<file path="src/hw/rtl/frgf_pkg.sv">
// Shared types and register map of the free run gap finder.
package frgf_pkg;

  localparam int DATA_W = 64;
  localparam int ADDR_W = 6;
  localparam int IDX_W  = 3;

  localparam logic [IDX_W-1:0] REG_START_CLUSTER   = 3'd0;
  localparam logic [IDX_W-1:0] REG_STOP_CLUSTER    = 3'd1;
  localparam logic [IDX_W-1:0] REG_MIN_GAP_SIZE    = 3'd2;
  localparam logic [IDX_W-1:0] REG_STRICT_FIT      = 3'd3;
  localparam logic [IDX_W-1:0] REG_FIND_HIGHEST    = 3'd4;
  localparam logic [IDX_W-1:0] REG_IGNORE_EXCLUDES = 3'd5;

  typedef struct packed {
    logic strict_fit;
    logic find_highest;
    logic ignore_excludes;
  } cfg_flags_t;

  typedef struct packed {
    logic used;
    logic excluded;
    logic last;
  } item_t;

endpackage

</file>
<file path="src/hw/rtl/frgf_cfg.sv">
// Configuration register file with APB-style access.
module frgf_cfg #(
  parameter int CLUSTER_BITS = 48
) (
  input  logic                          clk,
  input  logic                          rst_n,
  input  logic                          psel,
  input  logic                          penable,
  input  logic                          pwrite,
  input  logic [frgf_pkg::ADDR_W-1:0]   paddr,
  input  logic [frgf_pkg::DATA_W-1:0]   pwdata,
  output logic [frgf_pkg::DATA_W-1:0]   prdata,
  output logic                          pready,
  output logic [CLUSTER_BITS-1:0]       start_cluster,
  output logic [CLUSTER_BITS-1:0]       stop_cluster,
  output logic [CLUSTER_BITS-1:0]       min_gap_size,
  output frgf_pkg::cfg_flags_t          flags
);

  logic [CLUSTER_BITS-1:0]   start_r, stop_r, min_r;
  frgf_pkg::cfg_flags_t      flags_r;
  logic [frgf_pkg::IDX_W-1:0] idx;
  logic                      wr_en;

  assign idx    = paddr[frgf_pkg::ADDR_W-1:frgf_pkg::ADDR_W-frgf_pkg::IDX_W];
  assign wr_en  = psel && penable && pwrite;
  assign pready = 1'b1;

  always_ff @(posedge clk) begin
    if (!rst_n) begin
      start_r <= '0;
      stop_r  <= '1;
      min_r   <= CLUSTER_BITS'(1);
      flags_r <= '{strict_fit: 1'b1, find_highest: 1'b0, ignore_excludes: 1'b0};
    end else if (wr_en) begin
      unique case (idx)
        frgf_pkg::REG_START_CLUSTER:   start_r <= pwdata[CLUSTER_BITS-1:0];
        frgf_pkg::REG_STOP_CLUSTER:    stop_r  <= pwdata[CLUSTER_BITS-1:0];
        frgf_pkg::REG_MIN_GAP_SIZE:    min_r   <= pwdata[CLUSTER_BITS-1:0];
        frgf_pkg::REG_STRICT_FIT:      flags_r.strict_fit      <= pwdata[0];
        frgf_pkg::REG_FIND_HIGHEST:    flags_r.find_highest    <= pwdata[0];
        frgf_pkg::REG_IGNORE_EXCLUDES: flags_r.ignore_excludes <= pwdata[0];
        default: ;
      endcase
    end
  end

  always_comb begin
    unique case (idx)
      frgf_pkg::REG_START_CLUSTER:   prdata = frgf_pkg::DATA_W'(start_r);
      frgf_pkg::REG_STOP_CLUSTER:    prdata = frgf_pkg::DATA_W'(stop_r);
      frgf_pkg::REG_MIN_GAP_SIZE:    prdata = frgf_pkg::DATA_W'(min_r);
      frgf_pkg::REG_STRICT_FIT:      prdata = frgf_pkg::DATA_W'(flags_r.strict_fit);
      frgf_pkg::REG_FIND_HIGHEST:    prdata = frgf_pkg::DATA_W'(flags_r.find_highest);
      frgf_pkg::REG_IGNORE_EXCLUDES: prdata = frgf_pkg::DATA_W'(flags_r.ignore_excludes);
      default:                       prdata = '0;
    endcase
  end

  assign start_cluster = start_r;
  assign stop_cluster  = stop_r;
  assign min_gap_size  = min_r;
  assign flags         = flags_r;

endmodule

</file>
<file path="src/hw/rtl/frgf_core.sv">
// Scan state and per-cluster run tracking; decides each item's result.
module frgf_core #(
  parameter int CLUSTER_BITS = 48
) (
  input  logic                    clk,
  input  logic                    rst_n,
  input  logic [CLUSTER_BITS-1:0] start_cluster,
  input  logic [CLUSTER_BITS-1:0] stop_cluster,
  input  logic [CLUSTER_BITS-1:0] min_gap_size,
  input  frgf_pkg::cfg_flags_t    flags,
  input  frgf_pkg::item_t         item,
  input  logic                    take,
  output logic                    emit,
  output logic                    res_found,
  output logic [CLUSTER_BITS-1:0] res_begin,
  output logic [CLUSTER_BITS-1:0] res_end
);

  localparam int CB = CLUSTER_BITS;

  logic          active_r, prev_r, done_r;
  logic [CB-1:0] pos_r, rs_r, hb_r, he_r, lb_r, le_r;

  logic          active_nxt, prev_nxt, done_nxt;
  logic [CB-1:0] pos_nxt, rs_nxt, hb_nxt, he_nxt, lb_nxt, le_nxt;

  logic          c_prev, c_done;
  logic [CB-1:0] c_pos, c_rs, c_hb, c_he, c_lb, c_le;
  logic          used, in_range, closing, scan_end, do_close, qual, ff_hit;
  logic [CB:0]   pos_p1;
  logic [CB-1:0] run_rs, cl_rs, cl_lim, len, upd_hb, upd_he, upd_lb, upd_le;

  always_comb begin
    // an item with no scan running starts one
    c_prev = active_r ? prev_r : 1'b1;
    c_done = active_r ? done_r : 1'b0;
    c_pos  = active_r ? pos_r  : start_cluster;
    c_rs   = active_r ? rs_r   : '0;
    c_hb   = active_r ? hb_r   : '0;
    c_he   = active_r ? he_r   : '0;
    c_lb   = active_r ? lb_r   : '0;
    c_le   = active_r ? le_r   : '0;

    used     = item.used || (item.excluded && !flags.ignore_excludes);
    in_range = c_pos < stop_cluster;
    pos_p1   = {1'b0, c_pos} + (CB+1)'(1);
    closing  = in_range && !c_prev && used;
    run_rs   = (in_range && c_prev && !used) ? c_pos : c_rs;
    scan_end = !in_range || item.last || (pos_p1 >= {1'b0, stop_cluster});

    // at most one run closes per item: on a used cluster, or at scan end
    if (closing) begin
      do_close = 1'b1;
      cl_rs    = c_rs;
      cl_lim   = c_pos;
    end else begin
      do_close = scan_end && (in_range ? !used : !c_prev);
      cl_rs    = run_rs;
      cl_lim   = in_range ? pos_p1[CB-1:0] : c_pos;
    end

    len    = cl_lim - cl_rs;
    qual   = do_close && (cl_rs >= start_cluster) && (len >= min_gap_size);
    ff_hit = qual && !flags.find_highest;

    upd_hb = (qual && flags.find_highest) ? cl_rs  : c_hb;
    upd_he = (qual && flags.find_highest) ? cl_lim : c_he;
    if (do_close && ((c_lb == '0) || ((c_le - c_lb) < len))) begin
      upd_lb = cl_rs;
      upd_le = cl_lim;
    end else begin
      upd_lb = c_lb;
      upd_le = c_le;
    end

    active_nxt = 1'b1;
    prev_nxt   = c_prev;
    done_nxt   = c_done;
    pos_nxt    = c_pos;
    rs_nxt     = c_rs;
    hb_nxt     = c_hb;
    he_nxt     = c_he;
    lb_nxt     = c_lb;
    le_nxt     = c_le;
    emit       = 1'b0;
    res_found  = 1'b0;
    res_begin  = '0;
    res_end    = '0;

    priority if (c_done) begin
      // first fit already answered: drop items until the volume end
      active_nxt = !item.last;
    end else if (ff_hit) begin
      emit       = 1'b1;
      res_found  = 1'b1;
      res_begin  = cl_rs;
      res_end    = cl_lim;
      done_nxt   = 1'b1;
      active_nxt = closing ? !item.last : 1'b0;
      pos_nxt    = pos_p1[CB-1:0];
    end else begin
      prev_nxt = in_range ? used : c_prev;
      rs_nxt   = run_rs;
      hb_nxt   = upd_hb;
      he_nxt   = upd_he;
      lb_nxt   = upd_lb;
      le_nxt   = upd_le;
      if (scan_end) begin
        active_nxt = 1'b0;
        emit       = 1'b1;
        priority if (flags.find_highest && (upd_hb != '0)) begin
          res_found = 1'b1;
          res_begin = upd_hb;
          res_end   = upd_he;
        end else if (!flags.strict_fit && (upd_lb != '0)) begin
          res_found = 1'b1;
          res_begin = upd_lb;
          res_end   = upd_le;
        end else begin
          res_found = 1'b0;
        end
      end else begin
        pos_nxt = pos_p1[CB-1:0];
      end
    end
  end

  always_ff @(posedge clk) begin
    if (!rst_n) begin
      active_r <= 1'b0;
      prev_r   <= 1'b1;
      done_r   <= 1'b0;
    end else if (take) begin
      active_r <= active_nxt;
      prev_r   <= prev_nxt;
      done_r   <= done_nxt;
    end
  end

  always_ff @(posedge clk) begin
    if (take) begin
      pos_r <= pos_nxt;
      rs_r  <= rs_nxt;
      hb_r  <= hb_nxt;
      he_r  <= he_nxt;
      lb_r  <= lb_nxt;
      le_r  <= le_nxt;
    end
  end

endmodule

</file>
<file path="src/hw/rtl/frgf_out_reg.sv">
// Result register that holds a finished item until the sink takes it.
module frgf_out_reg #(
  parameter int CLUSTER_BITS = 48
) (
  input  logic                    clk,
  input  logic                    rst_n,
  input  logic                    load,
  input  logic                    res_found,
  input  logic [CLUSTER_BITS-1:0] res_begin,
  input  logic [CLUSTER_BITS-1:0] res_end,
  output logic                    free,
  output logic                    out_valid,
  input  logic                    out_stall,
  output logic                    out_gap_found,
  output logic [CLUSTER_BITS-1:0] out_gap_begin,
  output logic [CLUSTER_BITS-1:0] out_gap_end
);

  logic                    valid_r, valid_nxt;
  logic                    found_r;
  logic [CLUSTER_BITS-1:0] begin_r, end_r;

  assign free      = !valid_r || !out_stall;
  assign valid_nxt = load ? 1'b1 : (valid_r && out_stall);

  always_ff @(posedge clk) begin
    if (!rst_n) begin
      valid_r <= 1'b0;
    end else begin
      valid_r <= valid_nxt;
    end
  end

  always_ff @(posedge clk) begin
    if (load) begin
      found_r <= res_found;
      begin_r <= res_begin;
      end_r   <= res_end;
    end
  end

  assign out_valid     = valid_r;
  assign out_gap_found = found_r;
  assign out_gap_begin = begin_r;
  assign out_gap_end   = end_r;

endmodule

</file>
<file path="src/hw/rtl/free_run_gap_finder.sv">
// Free run gap finder: scans an allocation bitmap one cluster per item.
// A result passes through the item register and then the output register; an item can wait in the item register.
// Throughput: one item per cycle unless its result is due while a stalled result holds the output register.
// An item that yields no result moves on even while a result waits in the output register.
// Reset (rst_n low, synchronous) empties both stages, ends any scan and loads
// the register defaults.
module free_run_gap_finder #(
  parameter int CLUSTER_BITS = 48
) (
  input  logic                          clk,
  input  logic                          rst_n,
  input  logic                          in_valid,
  output logic                          in_stall,
  input  logic                          in_cluster_used,
  input  logic                          in_cluster_excluded,
  input  logic                          in_volume_end,
  output logic                          out_valid,
  input  logic                          out_stall,
  output logic                          out_gap_found,
  output logic [CLUSTER_BITS-1:0]       out_gap_begin,
  output logic [CLUSTER_BITS-1:0]       out_gap_end,
  input  logic                          psel,
  input  logic                          penable,
  input  logic                          pwrite,
  input  logic [frgf_pkg::ADDR_W-1:0]   paddr,
  input  logic [frgf_pkg::DATA_W-1:0]   pwdata,
  output logic [frgf_pkg::DATA_W-1:0]   prdata,
  output logic                          pready
);

  logic [CLUSTER_BITS-1:0] start_cluster, stop_cluster, min_gap_size;
  frgf_pkg::cfg_flags_t    flags;

  logic                    item_v_r, item_v_nxt;
  frgf_pkg::item_t         item_r;
  logic                    in_acc, take, emit, out_free;
  logic                    res_found;
  logic [CLUSTER_BITS-1:0] res_begin, res_end;

  frgf_cfg #(.CLUSTER_BITS(CLUSTER_BITS)) u_cfg (
    .clk           (clk),
    .rst_n         (rst_n),
    .psel          (psel),
    .penable       (penable),
    .pwrite        (pwrite),
    .paddr         (paddr),
    .pwdata        (pwdata),
    .prdata        (prdata),
    .pready        (pready),
    .start_cluster (start_cluster),
    .stop_cluster  (stop_cluster),
    .min_gap_size  (min_gap_size),
    .flags         (flags)
  );

  // advance the held item unless its result has nowhere to go
  assign take       = item_v_r && (!emit || out_free);
  assign in_stall   = item_v_r && !take;
  assign in_acc     = in_valid && !in_stall;
  assign item_v_nxt = in_acc ? 1'b1 : (item_v_r && !take);

  always_ff @(posedge clk) begin
    if (!rst_n) begin
      item_v_r <= 1'b0;
    end else begin
      item_v_r <= item_v_nxt;
    end
  end

  always_ff @(posedge clk) begin
    if (in_acc) begin
      item_r <= '{used: in_cluster_used, excluded: in_cluster_excluded, last: in_volume_end};
    end
  end

  frgf_core #(.CLUSTER_BITS(CLUSTER_BITS)) u_core (
    .clk           (clk),
    .rst_n         (rst_n),
    .start_cluster (start_cluster),
    .stop_cluster  (stop_cluster),
    .min_gap_size  (min_gap_size),
    .flags         (flags),
    .item          (item_r),
    .take          (take),
    .emit          (emit),
    .res_found     (res_found),
    .res_begin     (res_begin),
    .res_end       (res_end)
  );

  frgf_out_reg #(.CLUSTER_BITS(CLUSTER_BITS)) u_out (
    .clk           (clk),
    .rst_n         (rst_n),
    .load          (take && emit),
    .res_found     (res_found),
    .res_begin     (res_begin),
    .res_end       (res_end),
    .free          (out_free),
    .out_valid     (out_valid),
    .out_stall     (out_stall),
    .out_gap_found (out_gap_found),
    .out_gap_begin (out_gap_begin),
    .out_gap_end   (out_gap_end)
  );

endmodule

</file>
<file path="config.mk">
export PLATFORM = sky130hd
export DESIGN_NAME = free_run_gap_finder
export DESIGN_NICKNAME = d
export VERILOG_FILES = /design/src/hw/rtl/frgf_pkg.sv /design/src/hw/rtl/frgf_cfg.sv /design/src/hw/rtl/frgf_core.sv /design/src/hw/rtl/frgf_out_reg.sv /design/src/hw/rtl/free_run_gap_finder.sv
export SDC_FILE = /design/constraint.sdc
export NUM_CORES = 2
export LEC_CHECK = 0
export BUFFER_PORTS_ARGS = -buffer_cell sky130_fd_sc_hd__buf_4
export CELL_PAD_IN_SITES_DETAIL_PLACEMENT = 0
export CELL_PAD_IN_SITES_GLOBAL_PLACEMENT = 1
export CORE_UTILIZATION = 45
export CTS_CLUSTER_SIZE = 25
export DETAILED_ROUTE_END_ITERATION = 8
export PLACE_DENSITY = 0.8
export SLEW_MARGIN = 30
export SYNTH_ARGS = -nofsm -noshare
export SYNTH_HDL_FRONTEND = slang
export SYNTH_SLANG_ARGS = --single-unit
</file>
<file path="constraint.sdc">
create_clock -name clk -period 37.3 [get_ports clk]
set_clock_uncertainty 0.05 [all_clocks]
set_input_delay 3.73 -clock clk [delete_from_list [all_inputs] [get_ports clk]]
set_output_delay 3.73 -clock clk [all_outputs]
set_load 0.03 [all_outputs]
</file>
==> results.json <==
{
  "cts_inserted_buffers": 69,
  "required_ns": 33.52,
  "r2r-end": "u_out.out_gap_end[22]",
  "yosysTopAreaCell": "edfxtp_1",
  "synthTopCellsByCount": "nand2_1, edfxtp_1, a21oi_1, inv_1, nor2_1",
  "yosysMostFrequentCell": "nand2_1",
  "start_util_pct": 45.4,
  "globalplace.congestion": 0.939,
  "power.density_nw_per_um2": 47.4,
  "min_path_cells": 2,
  "drc": 10,
  "clock_latency_ns": 0.63,
  "die-area_sq_um": 90600,
  "grt-ovfl-total": 0,
  "startpoint_type": "register",
  "hold_path_end": "u_cfg.min_gap_size[10]",
  "synth_top_cell_area_share_pct": 29.0,
  "dpl_worst_slack_ns": 19.89,
  "critPathMaxStageDelay_ns": 0.85,
  "io_pins": 244,
  "startpoint": "u_core.active_r",
  "synthTopCellsByArea": "edfxtp_1, ha_1, dfxtp_1, nand2_1, a21oi_1",
  "fin_cells": 6038,
  "wire_per_inst_microns": 23.6,
  "path_buf_inv": 4,
  "yosysSeqAreaShare_pct": 36.5,
  "critical_path_arrival_ns": 14.79,
  "postSynthAreaPerCell_sq_um": 8.53,
  "grt_use_total_pct": 30.9,
  "drt_first_pass_iters": 9,
  "core_sq_um": 88500,
  "r2r_slack_ns": 20.30,
  "ys_seq_elements": 540,
  "vias_per_cell": 5.89,
  "tns_ns": 0,
  "p_leak_nw": 19.0,
  "ys.flop_type": "edfxtp_1",
  "dp_hpwl_microns": 105000,
  "relSlewSlack_pct": 30.1,
  "ctsResizeCount": 0,
  "hold_violations": 0,
  "fmax_ghz": 0.0538,
  "synthCells": 4714,
  "clk_pin_slew_ns": 0.06,
  "holdBufCountCts": 0,
  "post-place-cells": 5912,
  "die_h_microns": 301,
  "synth_area_sq_um": 40200,
  "fin_crit_sh_pct": 49.8,
  "setup_viol": 0,
  "die_x_microns": 301,
  "min_path_type": "reg -> reg",
  "setup_slack_ns": 18.73,
  "nets": 5233,
  "area_growth_pct": 12.7,
  "crit_path_end_kind": "primary output",
  "synth_edf_count": 388,
  "grt_max_degree": 176,
  "critPathSlowestCell": "xnor2_1",
  "r2r-start": "u_core.active_r",
  "grt_pass1_wl_microns": 210000,
  "synth_cell_types": 92,
  "htree_levels": 3,
  "drtIter0Drc": 3285,
  "rsz0062_at_grt": "false",
  "report.final.slew_viol_count": 0,
  "cts-root-buf": "clkbuf_16",
  "fin_crit_ns": 18.57,
  "drv_cap": 0,
  "status": "finished, violations left",
  "hold_ws_ns": 0.427,
  "io_buffers": 207,
  "worstMarginPinSlew_ns": 1.03,
  "diodes": 0,
  "irDropWorstVdd_v": 0.0000344,
  "layout-drive-gt1-share_pct": 10.6,
  "cts_tree": "yes",
  "post_cts_buffers": 0,
  "grt_pass1_vias": 33600,
  "antenna_left": 0,
  "crit_family": "compound AO/OA/AOI/OAI gates",
  "nFillCells": 8508,
  "async_flop_share_pct": 0,
  "vias": 35600,
  "worstRegToRegCells": 48,
  "clkSinkCount": 540,
  "critPathKind": "reg -> out",
  "antenna_found_initial": 2,
  "rows": 109,
  "holdCritStartpoint": "u_cfg.min_gap_size[10]",
  "yosysWarnings": 0,
  "cp_max_fo": 51,
  "cts_buffer_depth": 3,
  "violations": "design-rule violations",
  "routed_wl_microns": 143000
}
-- worst max path at each step --
stage | cells past startpoint | endpoint | slack (ns)
finish | 42 | in_stall | 18.73
CTS | 42 | in_stall | 19.15
floorplan | 59 | u_core.active_r | 20.51
global placement | 42 | in_stall | 19.90
global route | 42 | in_stall | 17.98
detailed placement | 42 | in_stall | 19.89
-- layout make-up --
cell class,instances,area [sq um],area share (%)
Inverter,357,1350,2.97
Timing Repair Buffer,305,2360,5.21
Multi-Input combinational cell,3546,23100,51.0
Clock inverter,35,349,0.770
Tap cell,1165,1460,3.22
Sequential cell,540,14700,32.4
Clock buffer,90,2000,4.42
-- routing by layer --
layer | track usage (%) | share of wire, %
met3 | 3.59 | 5.9
met2 | 52.1 | 48
met1 | 37.8 | 40
met5 | 0 | 0
met4 | 18.6 | 6.5
-- cells in the final DEF, fill, tap and decap left out, drive strengths merged, types with 12 or more instances in the layout --
cell type and n:
xor2 22, a211oi 17, mux2 16, or3 15
nand4 64, nand2b 46, edfxtp 388, and2 89
dfxtp 152, a22oi 46, nand3 157, a21o 120
o21a 37, a31oi 83, o21bai 12, o22ai 20
a31o 22, a21oi 386, nor3 75, and3 30
o221ai 20, xnor2 205, ha 332, o211ai 60
nand2 586, clkinv 25, clkbuf 90, conb 17
nor2 344, mux2i 107, o21ai 303, nor2b 28
a21boi 104, o31ai 14, buf 305, nor4 28
inv 360, a22o 23
-- report_power, final --
group / switching [mW] / total, mW / internal, mW
clock network: 0.281 / 0.702 / 0.421
logic: 0.464 / 0.747 / 0.283
registers: 0.0167 / 0.698 / 0.682
total: 0.761 / 2.15 / 1.39
-- worst min-delay path: stages, from the launching register on --
cell      delay, ns
dfxtp_1        0.31
nand2_1        0.05
a21boi_0       0.06
-- kinds of logic after synthesis --
| logic type | synth area share [%] |
|---|---|
| AO/OA/AOI/OAI | 21.2 |
| adder cells (fa/ha/maj) | 10.4 |
| AND/OR/NAND/NOR | 17.2 |
| other | 0.0187 |
| buffers and inverters | 6.45 |
| multiplexers | 3.12 |
| flip-flops | 36.5 |
| XOR/XNOR | 4.96 |
-- per-stage QoR --
stage / instance area (sq um) / util (%) / total power, mW
after floorplan: 40300 / - / 1.24
after global placement: 42900 / 48.4 / 1.43
after detailed placement: 42900 / 48.5 / 1.44
after CTS: 45300 / 51.2 / 2.15
after global routing: 45300 / 51.2 / 2.26
final: 45300 / 51.2 / 2.15
Note: power is estimated with default switching activity, not from simulation.
